[config.mk]
export PLATFORM = sky130hd
export DESIGN_NAME = fdd_queue
export DESIGN_NICKNAME = d
export VERILOG_FILES = /design/src/hdl/fdd_pkg.sv /design/src/hdl/fdd_queue.sv
export SDC_FILE = /design/constraint.sdc
export NUM_CORES = 1
export LEC_CHECK = 0
export BUFFER_PORTS_ARGS = -buffer_cell sky130_fd_sc_hd__buf_2
export CAP_MARGIN = 40
export CORE_MARGIN = 2
export CORE_UTILIZATION = 52
export CTS_CLUSTER_DIAMETER = 50
export DETAILED_ROUTE_END_ITERATION = 6
export PLACE_DENSITY = 0.88
export SLEW_MARGIN = 30
export SYNTH_ARGS = -nofsm -noshare
export SYNTH_HDL_FRONTEND = slang
export SYNTH_SLANG_ARGS = --single-unit
[constraint.sdc]
create_clock -name clk_i -period 9.2 [get_ports clk_i]
set_clock_uncertainty 0.05 [all_clocks]
set_input_delay 0.46 -clock clk_i [delete_from_list [all_inputs] [get_ports clk_i]]
set_output_delay 0.46 -clock clk_i [all_outputs]
set_load 0.03 [all_outputs]
[src/hdl/fdd_pkg.sv]
// Package for the forward difference derivative block: widths, constants and types.
// Used by the channel interfaces, every module of the block and the checker.
// Depends on nothing.
`timescale 1ns / 1ps
`default_nettype none

package fdd_pkg;

  localparam int SampleBits = 24;
  localparam int WinDepth   = 6;
  localparam int CntBits    = 3;
  localparam int RegBits    = 24;
  localparam int ResBits    = 32;
  localparam int CfgIdxBits = 1;
  localparam int FracBits   = 16;

  localparam logic [CfgIdxBits-1:0] RegInvStep   = 1'b0;
  localparam logic [CfgIdxBits-1:0] RegInvStepSq = 1'b1;

  localparam logic [RegBits-1:0] InvStepRst   = 24'd32768;
  localparam logic [RegBits-1:0] InvStepSqRst = 24'd16384;

  localparam int QueueDepth = 2;
  localparam int QPtrBits   = 1;

  // Pipeline widths of the back end.
  localparam int NumStages = 6;
  localparam int DiffBits  = SampleBits + WinDepth - 1;
  localparam int MagBits   = SampleBits + 9;
  localparam int NumBits   = MagBits + 1;
  localparam int ProdBits  = MagBits + RegBits;
  localparam int XBits     = ProdBits - FracBits + 1;
  localparam int YBits     = XBits - 2;
  localparam int Y1Bits    = 35;
  localparam int Y2Bits    = 33;
  localparam int YWBits    = Y1Bits;
  localparam int YExtBits  = (YBits > YWBits + 1) ? YBits : YWBits + 1;
  localparam int LowBits   = 18;
  localparam int RecipBits = 32;
  localparam int QEstBits  = 32;
  localparam int PlBits    = LowBits + RecipBits;
  localparam int PhBits    = YWBits - LowBits + RecipBits;
  localparam int SumBits   = YWBits + RecipBits;
  localparam int DqBits    = QEstBits + 4;

  // Rounding offsets after the Q.16 shift, and the remaining divisors (60/4, 12/4).
  localparam int Round1 = 30;
  localparam int Round2 = 6;
  localparam int Div1   = 15;
  localparam int Div2   = 3;
  localparam logic [RecipBits-1:0] Recip1 = 32'h8888_8888;
  localparam logic [RecipBits-1:0] Recip2 = 32'hAAAA_AAAA;
  localparam int Shift1 = 35;
  localparam int Shift2 = 33;

  localparam logic [ResBits:0] SatMagNeg = (ResBits + 1)'(1) << (ResBits - 1);
  localparam logic [ResBits:0] SatMagPos = SatMagNeg - (ResBits + 1)'(1);

  typedef logic signed [SampleBits-1:0] sample_t;
  typedef logic [WinDepth-1:0][SampleBits-1:0] window_t;

  typedef struct packed {
    window_t            win;
    logic [CntBits-1:0] avail;
    logic               last;
  } job_t;

  typedef struct packed {
    logic [RegBits-1:0] inv_step;
    logic [RegBits-1:0] inv_step_sq;
  } scale_t;

  typedef enum logic [0:0] {
    FrRun,
    FrFlush
  } front_state_e;

endpackage

`default_nettype wire

[src/hdl/fdd_queue.sv]
// Two-entry job queue between the front end and the arithmetic back end.
// Depends on fdd_pkg for the job type and depth.
`timescale 1ns / 1ps
`default_nettype none

module fdd_queue (
  input  logic          clk_i,
  input  logic          rst_ni,
  input  logic          push_i,
  input  fdd_pkg::job_t job_i,
  output logic          full_o,
  output logic          valid_o,
  output fdd_pkg::job_t job_o,
  input  logic          pop_i
);

  fdd_pkg::job_t                 mem_q [fdd_pkg::QueueDepth];
  logic [fdd_pkg::QPtrBits-1:0]  wp_q, rp_q;
  logic [fdd_pkg::QPtrBits:0]    cnt_q;
  logic                          do_push, do_pop;

  assign valid_o = (cnt_q != '0);
  assign full_o  = (cnt_q == (fdd_pkg::QPtrBits + 1)'(fdd_pkg::QueueDepth));
  assign job_o   = mem_q[rp_q];
  assign do_push = push_i && !full_o;
  assign do_pop  = pop_i && valid_o;

  always_ff @(posedge clk_i or negedge rst_ni) begin
    if (!rst_ni) begin
      wp_q  <= '0;
      rp_q  <= '0;
      cnt_q <= '0;
    end else begin
      if (do_push) begin
        wp_q <= wp_q + fdd_pkg::QPtrBits'(1);
      end
      if (do_pop) begin
        rp_q <= rp_q + fdd_pkg::QPtrBits'(1);
      end
      cnt_q <= cnt_q + {{fdd_pkg::QPtrBits{1'b0}}, do_push}
                     - {{fdd_pkg::QPtrBits{1'b0}}, do_pop};
    end
  end

  always_ff @(posedge clk_i) begin
    if (do_push) begin
      mem_q[wp_q] <= job_i;
    end
  end

endmodule

`default_nettype wire

==> out/results.tsv <==
stage	metric	value	unit
status	outcome	finished, final reports clean	
clocking	cts_resized	0	
sta	max_slew_margin	0.439	
routing	avgViaCountPerCell	5.01	
sta	slew_viol_final	0	
setup_path	reg2reg_to	mem_q[1][133]$_DFFE_PP_	
setup_path	crit_required	8690	ps
setup_path	reg2reg_slack	6760	ps
clocking	cts_tree	built	
setup_path	r2r-start	cnt_q[1]$_DFF_PN0_	
routing	wl	20.7	mm
setup_path	path_cells	buf_4 -> buf_4 -> buf_16 -> mux2_4 -> buf_2	
routing	drc	0	
clocking	clock_sinks	300	
yosys	synthArstFlopShare	0.0133	
power_and_ir_drop	p_leak	5.60	nW
setup_path	crit_type	reg2out	
clocking	htree_levels	1	
setup_path	critPathLaunchType	flip-flop	
routing	first_pass_iters	6	
global_route	grt_max_degree	84	
placement	globalplace.congestion	0.719	
worst_hold_path	worstHoldStart	job_i[25]	
yosys	synth_common_cells	edfxtp_1 (296), mux2_4 (101), mux2_2 (47), buf_6 (14), dfrtp_1 (4)	
cells_and_area	fin_nets	961	
sta	fmax	268	MHz
routing	wire_per_inst	18.7	um
setup_path	path_max_fanout	53	
worst_hold_path	worstHoldPathCells	1	
yosys	syn_area	11300	um2
flow_run	maxCapViolations	0	
setup_path	cpPeakStageDelay	940	ps
routing	num_vias	5556	
global_route	grt_first_pass_wirelength	29.5	mm
yosys	synth_nets	633	
global_route	antenna_found_initial	3	
floorplan	die_w	151	um
setup_path	cp-end-kind	primary output	
global_route	gr-usage-all-layers	0.170	
sta	setup_tns	0	ps
yosys	synth.area.top_cells	edfxtp_1 (79%), mux2_4 (13%), mux2_2 (4.7%)	
floorplan	core_area	21200	um2
sta	hold_violations	0	
routing	drt_iter0_drc	218	
worst_hold_path	whs_endpoint	mem_q[1][25]$_DFFE_PP_	
yosys	synth-main-ff-cell	edfxtp_1	
power_and_ir_drop	powerDensity	353	nW/um2
floorplan	row_count	53	
sta	setup_viol	0	
clocking	insertion_delay	530	ps
sta	post-route-min-period	3730	ps
clocking	clock_path_buffers	3	
cells_and_area	fin_cells	1108	
floorplan	die_h	151	um
yosys	syn_inst	479	
yosys	yosysUniqueCellTypes	16	
sta	tightest_slew	841	ps
yosys	avgSynthCellArea	23.6	um2
setup_path	crit_arrival	3220	ps
cells_and_area	drive_gt1_frac	0.610	
setup_path	r2r.worst_path.cells	4	
global_route	grt_pass1_vias	5592	
yosys	synth_edf_count	296	
placement	dp_cells	1045	
sta	rsz0062_at_grt	false	
setup_path	cpMostUsedCell	buf_4	
yosys	yosysWarningCount	0	
yosys	synth_top_area_share	0.786	
yosys	synth_most_common_cell	edfxtp_1	
clocking	cts.root.buffer_cell	clkbuf_16	
power_and_ir_drop	vdd_drop_max	362	uV
setup_path	slowest_stage	dfrtp_4	
yosys	seq_area_frac_synth	0.795	
worst_hold_path	hp-class	in2reg	
sta	min_period_over_period	0.405	
clocking	path_clk_slew	60	ps
cells_and_area	area_delta_synth_final	25.0	%
global_route	overflow	0	
floorplan	initial_core_util	0.535	
floorplan	ios	302	
placement	placement.io_buffers	301	
cells_and_area	design_area	14100	um2
yosys	ys_ff_latch	300	
placement	place_hpwl	13.7	mm
yosys	yosysTopAreaCell	edfxtp_1	
routing	ant_nets	0	
placement	place_area	13100	um2
floorplan	fp.dieArea	22900	um2
clocking	cts_buffers	31	
[kinds of logic after synthesis]
family,share of synthesized area
XOR/XNOR,0.00310
buffers and inverters,0.0159
flip-flops,0.795
multiplexers,0.181
adder cells (fa/ha/maj),0.00221
AND/OR/NAND/NOR,0.00288
[repair_timing]
item                      4_1_cts  5_1_grt
hold endpoints to repair        4        0
hold buffers                    1        0
buffers inserted                0        0
[per-layer routing]
metal / up-vias / global-route usage / part of all wire
li1: 2574 / - / -
met1: 2712 / 0.210 / 0.39
met2: 231 / 0.294 / 0.51
met3: 37 / 0.0443 / 0.080
met4: 2 / 0.0519 / 0.022
met5: - / 0 / 0.00077
[final cells by class]
type / instances / area, um2
multi-input combinational: 160 / 2150
fill: 1402 / 7020
tap: 275 / 344
clock inverter: 22 / 155
timing repair buffer: 312 / 1690
sequential: 300 / 8990
antenna: 3 / 7.51
clock buffer: 34 / 787
inverter: 2 / 7.51
[how the worst max path moves through the flow]
stage / start / end / slack, ps / cells after the start
final: rp_q$_DFFE_PN0P_ / job_o[58] / 5470 / 5
after floorplan: cnt_q[1]$_DFF_PN0_ / mem_q[0][0]$_DFFE_PP_ / 1760 / 3
after global routing: rp_q$_DFFE_PN0P_ / job_o[59] / 5320 / 5
after global placement: rp_q$_DFFE_PN0P_ / job_o[89] / 5480 / 4
after detailed placement: rp_q$_DFFE_PN0P_ / job_o[96] / 5590 / 5
after CTS: rp_q$_DFFE_PN0P_ / job_o[96] / 5030 / 5
[flip-flops by register name (all words and copies together), names as in the netlist]
signal / count
cnt_q: 2
mem_q: 296
rp_q: 1
wp_q: 1
[power breakdown]
part	total, W	switching (W)	internal (W)	leakage (nW)
registers	0.00199	0.000124	0.00187	2.79
logic	0.00186	0.00114	0.000721	2.34
clock network	0.00114	0.000492	0.000648	0.463
[cells in the final DEF (no fill, tap or decap), drive strengths merged]
| master | instances |
|---|---|
| nand2b | 1 |
| clkinvlp | 1 |
| inv | 7 |
| buf | 311 |
| and2 | 1 |
| and3 | 1 |
| nand2 | 1 |
| clkinv | 15 |
| clkbuf | 34 |
| edfxtp | 296 |
| diode | 3 |
| dfrtp | 4 |
| ha | 2 |
| or2 | 1 |
| nor2 | 1 |
| bufinv | 1 |
| dlygate4sd3 | 1 |
| xnor2 | 3 |
| xor2 | 1 |
| mux2 | 148 |
[per-stage QoR]
stage                util  total power [W]  hold slack, ps  setup WS (ps)
floorplan               -          0.00348             114           1760
CTS                 0.664          0.00503            30.9           5030
global route        0.668          0.00520            38.4           5320
global placement    0.616          0.00382             222           5480
finish              0.668          0.00499            61.0           5470
detailed placement  0.619          0.00388             220           5590
[critical path: cells and delay by family (launching register included)]
family / cells / cell delay (ps)
buffers and inverters: 4 / 1350
DFF: 1 / 940
muxes: 1 / 340
Power figures use the tool's default switching activity.
