===== src/hdl/fdd_pkg.sv =====
// Package for the forward difference derivative block: widths, constants and types.
// Used by the channel interfaces, every module of the block and the checker.
// Depends on nothing.
`timescale 1ns / 1ps
`default_nettype none

package fdd_pkg;

  localparam int SampleBits = 24;
  localparam int WinDepth   = 6;
  localparam int CntBits    = 3;
  localparam int RegBits    = 24;
  localparam int ResBits    = 32;
  localparam int CfgIdxBits = 1;
  localparam int FracBits   = 16;

  localparam logic [CfgIdxBits-1:0] RegInvStep   = 1'b0;
  localparam logic [CfgIdxBits-1:0] RegInvStepSq = 1'b1;

  localparam logic [RegBits-1:0] InvStepRst   = 24'd32768;
  localparam logic [RegBits-1:0] InvStepSqRst = 24'd16384;

  localparam int QueueDepth = 2;
  localparam int QPtrBits   = 1;

  // Pipeline widths of the back end.
  localparam int NumStages = 6;
  localparam int DiffBits  = SampleBits + WinDepth - 1;
  localparam int MagBits   = SampleBits + 9;
  localparam int NumBits   = MagBits + 1;
  localparam int ProdBits  = MagBits + RegBits;
  localparam int XBits     = ProdBits - FracBits + 1;
  localparam int YBits     = XBits - 2;
  localparam int Y1Bits    = 35;
  localparam int Y2Bits    = 33;
  localparam int YWBits    = Y1Bits;
  localparam int YExtBits  = (YBits > YWBits + 1) ? YBits : YWBits + 1;
  localparam int LowBits   = 18;
  localparam int RecipBits = 32;
  localparam int QEstBits  = 32;
  localparam int PlBits    = LowBits + RecipBits;
  localparam int PhBits    = YWBits - LowBits + RecipBits;
  localparam int SumBits   = YWBits + RecipBits;
  localparam int DqBits    = QEstBits + 4;

  // Rounding offsets after the Q.16 shift, and the remaining divisors (60/4, 12/4).
  localparam int Round1 = 30;
  localparam int Round2 = 6;
  localparam int Div1   = 15;
  localparam int Div2   = 3;
  localparam logic [RecipBits-1:0] Recip1 = 32'h8888_8888;
  localparam logic [RecipBits-1:0] Recip2 = 32'hAAAA_AAAA;
  localparam int Shift1 = 35;
  localparam int Shift2 = 33;

  localparam logic [ResBits:0] SatMagNeg = (ResBits + 1)'(1) << (ResBits - 1);
  localparam logic [ResBits:0] SatMagPos = SatMagNeg - (ResBits + 1)'(1);

  typedef logic signed [SampleBits-1:0] sample_t;
  typedef logic [WinDepth-1:0][SampleBits-1:0] window_t;

  typedef struct packed {
    window_t            win;
    logic [CntBits-1:0] avail;
    logic               last;
  } job_t;

  typedef struct packed {
    logic [RegBits-1:0] inv_step;
    logic [RegBits-1:0] inv_step_sq;
  } scale_t;

  typedef enum logic [0:0] {
    FrRun,
    FrFlush
  } front_state_e;

endpackage

`default_nettype wire


===== src/hdl/fdd_if.sv =====
// Channel interfaces of the derivative block: sample input and result output.
// Depends on fdd_pkg for the payload widths.
`timescale 1ns / 1ps
`default_nettype none

interface fdd_in_if;
  logic                    valid;
  logic                    ready;
  logic signed [fdd_pkg::SampleBits-1:0] sample;
  logic                    last_sample;

  modport source (output valid, sample, last_sample, input ready);
  modport sink (input valid, sample, last_sample, output ready);
endinterface


`default_nettype wire


===== src/hdl/fdd_front.sv =====
// Front end: takes samples, keeps the six-sample window and the fill count,
// and queues one job per result, including the flush after the last sample. Uses fdd_pkg.
`timescale 1ns / 1ps
`default_nettype none

module fdd_front (
  input  logic          clk_i,
  input  logic          rst_ni,
  fdd_in_if.sink        samp_i,
  input  logic          full_i,
  output logic          push_o,
  output fdd_pkg::job_t job_o
);

  fdd_pkg::front_state_e           state_q, state_d;
  logic [fdd_pkg::CntBits-1:0]     cnt_q, cnt_d;
  fdd_pkg::window_t                win_q, win_d, win_in;
  logic                            acc;

  function automatic fdd_pkg::window_t shift_win(input fdd_pkg::window_t w);
    shift_win = w >> fdd_pkg::SampleBits;
  endfunction

  assign samp_i.ready = (state_q == fdd_pkg::FrRun) && !full_i;
  assign acc          = samp_i.valid && samp_i.ready;

  always_comb begin
    state_d     = state_q;
    cnt_d       = cnt_q;
    win_d       = win_q;
    push_o      = 1'b0;
    job_o.win   = win_q;
    job_o.avail = cnt_q;
    job_o.last  = 1'b0;
    win_in      = win_q;
    win_in[cnt_q] = samp_i.sample;
    case (state_q)
      fdd_pkg::FrRun: begin
        if (acc) begin
          if (cnt_q == fdd_pkg::CntBits'(fdd_pkg::WinDepth - 1)) begin
            push_o      = 1'b1;
            job_o.win   = win_in;
            job_o.avail = fdd_pkg::CntBits'(fdd_pkg::WinDepth);
            win_d       = shift_win(win_in);
          end else begin
            win_d = win_in;
            cnt_d = cnt_q + fdd_pkg::CntBits'(1);
          end
          if (samp_i.last_sample) begin
            state_d = fdd_pkg::FrFlush;
          end
        end
      end
      fdd_pkg::FrFlush: begin
        if (!full_i) begin
          push_o     = 1'b1;
          job_o.last = (cnt_q == fdd_pkg::CntBits'(1));
          win_d      = shift_win(win_q);
          cnt_d      = cnt_q - fdd_pkg::CntBits'(1);
          if (cnt_q == fdd_pkg::CntBits'(1)) begin
            state_d = fdd_pkg::FrRun;
          end
        end
      end
      default: begin
        state_d = fdd_pkg::FrRun;
      end
    endcase
  end

  always_ff @(posedge clk_i or negedge rst_ni) begin
    if (!rst_ni) begin
      state_q <= fdd_pkg::FrRun;
      cnt_q   <= '0;
    end else begin
      state_q <= state_d;
      cnt_q   <= cnt_d;
    end
  end

  always_ff @(posedge clk_i) begin
    win_q <= win_d;
  end

endmodule

`default_nettype wire


===== src/flat_wrapper.sv =====
// flat-port wrapper written by rule: the top's interface ports become plain ports
module fdd_front_flat 
  (clk_i, rst_ni, full_i, push_o, job_o, samp_i_valid, samp_i_sample, samp_i_last_sample, samp_i_ready);
  fdd_in_if samp_i_i ();
  input  logic clk_i;
  input  logic rst_ni;
  input  logic full_i;
  output logic push_o;
  output fdd_pkg::job_t job_o;
  input wire logic [$bits(samp_i_i.valid)-1:0] samp_i_valid;
  input wire logic [$bits(samp_i_i.sample)-1:0] samp_i_sample;
  input wire logic [$bits(samp_i_i.last_sample)-1:0] samp_i_last_sample;
  output wire logic [$bits(samp_i_i.ready)-1:0] samp_i_ready;
  assign samp_i_i.valid = samp_i_valid;
  assign samp_i_i.sample = samp_i_sample;
  assign samp_i_i.last_sample = samp_i_last_sample;
  assign samp_i_ready = samp_i_i.ready;
  fdd_front u_core (.clk_i(clk_i), .rst_ni(rst_ni), .samp_i(samp_i_i), .full_i(full_i), .push_o(push_o), .job_o(job_o));
endmodule

===== config.mk =====
export PLATFORM = sky130hd
export DESIGN_NAME = fdd_front_flat
export DESIGN_NICKNAME = d
export VERILOG_FILES = /design/src/hdl/fdd_pkg.sv /design/src/hdl/fdd_if.sv /design/src/hdl/fdd_front.sv /design/src/flat_wrapper.sv
export SDC_FILE = /design/constraint.sdc
export NUM_CORES = 1
export LEC_CHECK = 0
export BUFFER_PORTS_ARGS = -buffer_cell sky130_fd_sc_hd__buf_2
export CAP_MARGIN = 25
export CORE_ASPECT_RATIO = 0.7
export CORE_MARGIN = 10
export CORE_UTILIZATION = 42
export DETAILED_ROUTE_END_ITERATION = 10
export GPL_TIMING_DRIVEN = 0
export PLACE_DENSITY_LB_ADDON = 0.12
export SETUP_SLACK_MARGIN = 0.15
export SLEW_MARGIN = 20
export SYNTH_ARGS = -nofsm -noshare
export SYNTH_HDL_FRONTEND = slang
export SYNTH_SLANG_ARGS = --single-unit

===== constraint.sdc =====
create_clock -name clk_i -period 7.2 [get_ports clk_i]
set_input_delay 1.44 -clock clk_i [delete_from_list [all_inputs] [get_ports clk_i]]
set_output_delay 1.44 -clock clk_i [all_outputs]
set_load 0.005 [all_outputs]

==> metrics.txt <==
yosys warns 0; worst-margin pin slew 0.7524 ns; share of cells above drive strength 1 28.28%; Power Density 476.1 nW/um^2; # diodes 0; crit-path cells buf_2 -> and2b_1 -> nand3_4 -> nor3_4 -> buf_6 -> mux2_2 -> buf_2; number of synthesized flops with an enable pin roughly 140; synthesized netlist net count 930; CP delay by family, top simple AND/OR/NAND/NOR gates; DIE HEIGHT 141.3 microns; number of endpoints failing setup at the final stage 0; sequential share of the synthesized area 50.13%; die width between 150 and 200 microns; top cells by area, synth edfxtp_1, mux2i_1, mux2_2, clkbuf_1, nor2_1; Critical Path Max Stage Delay 0.40 ns; placed cells roughly 1,300; post-route ant nets 0; floorplan row count 44; Clk Latency, worst-skew pair approximately 0.43 ns; dpl hpwl 21.48 mm; hold wc startpoint u_core.win_q[62]$_DFFE_PP_; total CTS buffers 17; Yosys cell types 48; outcome finished, final reports clean; htree depth 4; first-pass GRT wire length around 43 mm; Pleak 4.092 nW; Setup crit start kind input port; gpl congestion about 0.86; Post-Syn Area just under 9000 sq um; met2 routed WL about 12 mm; Slew headroom ~50%; Worst Path Max Fanout 10; Via density 5.362; wire length on met1 14.62 mm; Synth area leader edfxtp_1; Worst EP required around 5.8 ns; Max Slew Vio Count 0; crit path launch full_i; fin crit share 64.72%; Highest Signal Layer met4; largest net degree at the start of global routing 27; Power Total 5.098 mW; Post-CTS Setup Repair Bufs 0; total grt overflow 0; post-CTS sizing 0; Slowest-stage cell, CP nor3_4; nets 1,116; initial antenna violation count 0; CTS root buf clkbuf_16; core area around 21,000 sq um; arrival time at the worst endpoint 3.22 ns; hold crit path type reg -> reg; Worst path depth 7; CTS tree done; Ports 179; Worst path most repeated cell buf_2; Mean Syn Cell Area between 9 and 10 sq um; cell area after layout approximately 11,000 sq um; Max Cap Viol 0; crit path kind in -> out; f_max 0.2146 GHz; Synth Flop Type edfxtp_1; gr usage total 19.85%; Buf/Inv on CP 3; post-synth top area share 49.00%; final non-filler cell total 1,372; P&R area growth vs syn 21.32%; vias in the first global route 6,976; hold path depth 2; DRT Wirelength roughly 28 mm; Met3 Wirelength 1.817 mm; DRC 0; wire length per cell 20.63 microns; crit path time final between 4 and 5 ns; Starting Density between 40% and 50%; placed cell area 10,120 sq um; Async SR Flop Fraction 2.703%; VDD IR-drop max 0.0002340 V; cell count after synthesis 898; via count 7,356; die footprint 27,300 sq um; Port Buffers 161; worst reg2reg startpoint u_core.state_q$_DFF_PN0_; commonest non-fill, non-tap cell in the layout buf_2; flop and latch count out of synthesis 148; drt first pass iters 7; Reg2Reg Depth 8; leading cell types in the layout, fill and taps excluded buf_2, edfxtp_1, clkbuf_1; RSZ-0062 raised after global routing false; Sink Count 148; Fin. Hold Viols 0; drt initial violations 776; critical path endpoint category primary output; maximum buffer depth of the clock tree 2; worst clock skew 0.008069 ns; Clk pin slew, worst setup/hold paths ~0.060 ns; CTS Hold Bufs 0
layer usage:
layer	vias to the layer above	track usage, %
li1	3512	-
met1	3543	30.90
met2	286	27.21
met3	15	4.614
met4	0	3.214
met5	-	0
cell usage after synthesis (all sizes together), types with 2 or more instances:
| cell | number |
|---|---|
| a21o | 2 |
| clkbuf | 119 |
| nor3 | 4 |
| buf | 52 |
| xnor2 | 2 |
| and2b | 2 |
| edfxtp | 144 |
| nand2 | 107 |
| or3 | 15 |
| o22ai | 46 |
| mux2i | 75 |
| a21oi | 58 |
| nand2b | 3 |
| a31oi | 2 |
| ha | 3 |
| nor2 | 109 |
| a221oi | 15 |
| o32ai | 2 |
| inv | 4 |
| dfrtp | 4 |
| mux2 | 50 |
| nand3 | 2 |
| o21ai | 67 |
path summary, 6_finish.rpt:
| kind | to | slack, ns |
|---|---|---|
| max | job_o[109] | 2.54 |
| min | u_core.win_q[38]$_DFFE_PP_ | 0.59 |
| max reg2reg | u_core.win_q[39]$_DFFE_PP_ | 4.35 |
| min reg2reg | u_core.win_q[38]$_DFFE_PP_ | 0.59 |
| max in group asynchronous | u_core.cnt_q[2]$_DFFE_PN0P_ | 6.26 |
| min in group asynchronous | u_core.state_q$_DFF_PN0_ | 0.81 |
layout make-up:
class,count,area (sq um)
Fill cell,1968,9993
Inverter,4,15.01
Clock buffer,18,429.2
Tap cell,276,345.3
Multi-Input combinational cell,575,3615
Sequential cell,148,4424
Timing Repair Buffer,167,940.9
Buffer,171,778.2
Clock inverter,13,158.9
worst reg2reg max path: stages, from the launching register on:
cell and delay (ns):
dfrtp_1 0.32, buf_2 0.22, buf_1 0.43, nor2_1 0.18, nor2_4 0.51, buf_12 0.28, buf_12 0.22, buf_12 0.22
buf_16 0.19
flip-flops by register name, summed over array words and instances, names as in the netlist:
name and count:
u_core.win_q 144, u_core.state_q 1, u_core.cnt_q 3
power breakdown:
group          leakage, nW  internal [mW]  total (mW)  switching (mW)
registers             1.44           1.50        1.79           0.296
clock network        0.284          0.543       0.914           0.370
logic                 2.36           1.01        2.39            1.38
through the flow:
step	TNS, ns	hold WS [ns]	setup WS, ns	util [%]
2_1_floorplan	0	0.5426	1.514	-
3_3_place_gp	-79.69	0.5668	-0.5684	48.20
3_5_place_dp	0	0.5721	2.578	48.88
4_1_cts	0	0.5928	2.579	51.72
5_1_grt	0	0.6260	2.498	51.72
6_report	0	0.5913	2.540	51.72
kinds of logic after synthesis:
| family | Yosys count | share of synthesized area (%) |
|---|---|---|
| adder cells (fa/ha/maj) | 3 | 0.4254 |
| flip-flops | 148 | 50.13 |
| AO/OA/AOI/OAI | 196 | 12.89 |
| buffers and inverters | 175 | 8.989 |
| AND/OR/NAND/NOR | 249 | 12.48 |
| XOR/XNOR | 2 | 0.1985 |
| multiplexers | 125 | 14.89 |
No activity file was read; power rests on OpenSTA's default activity.
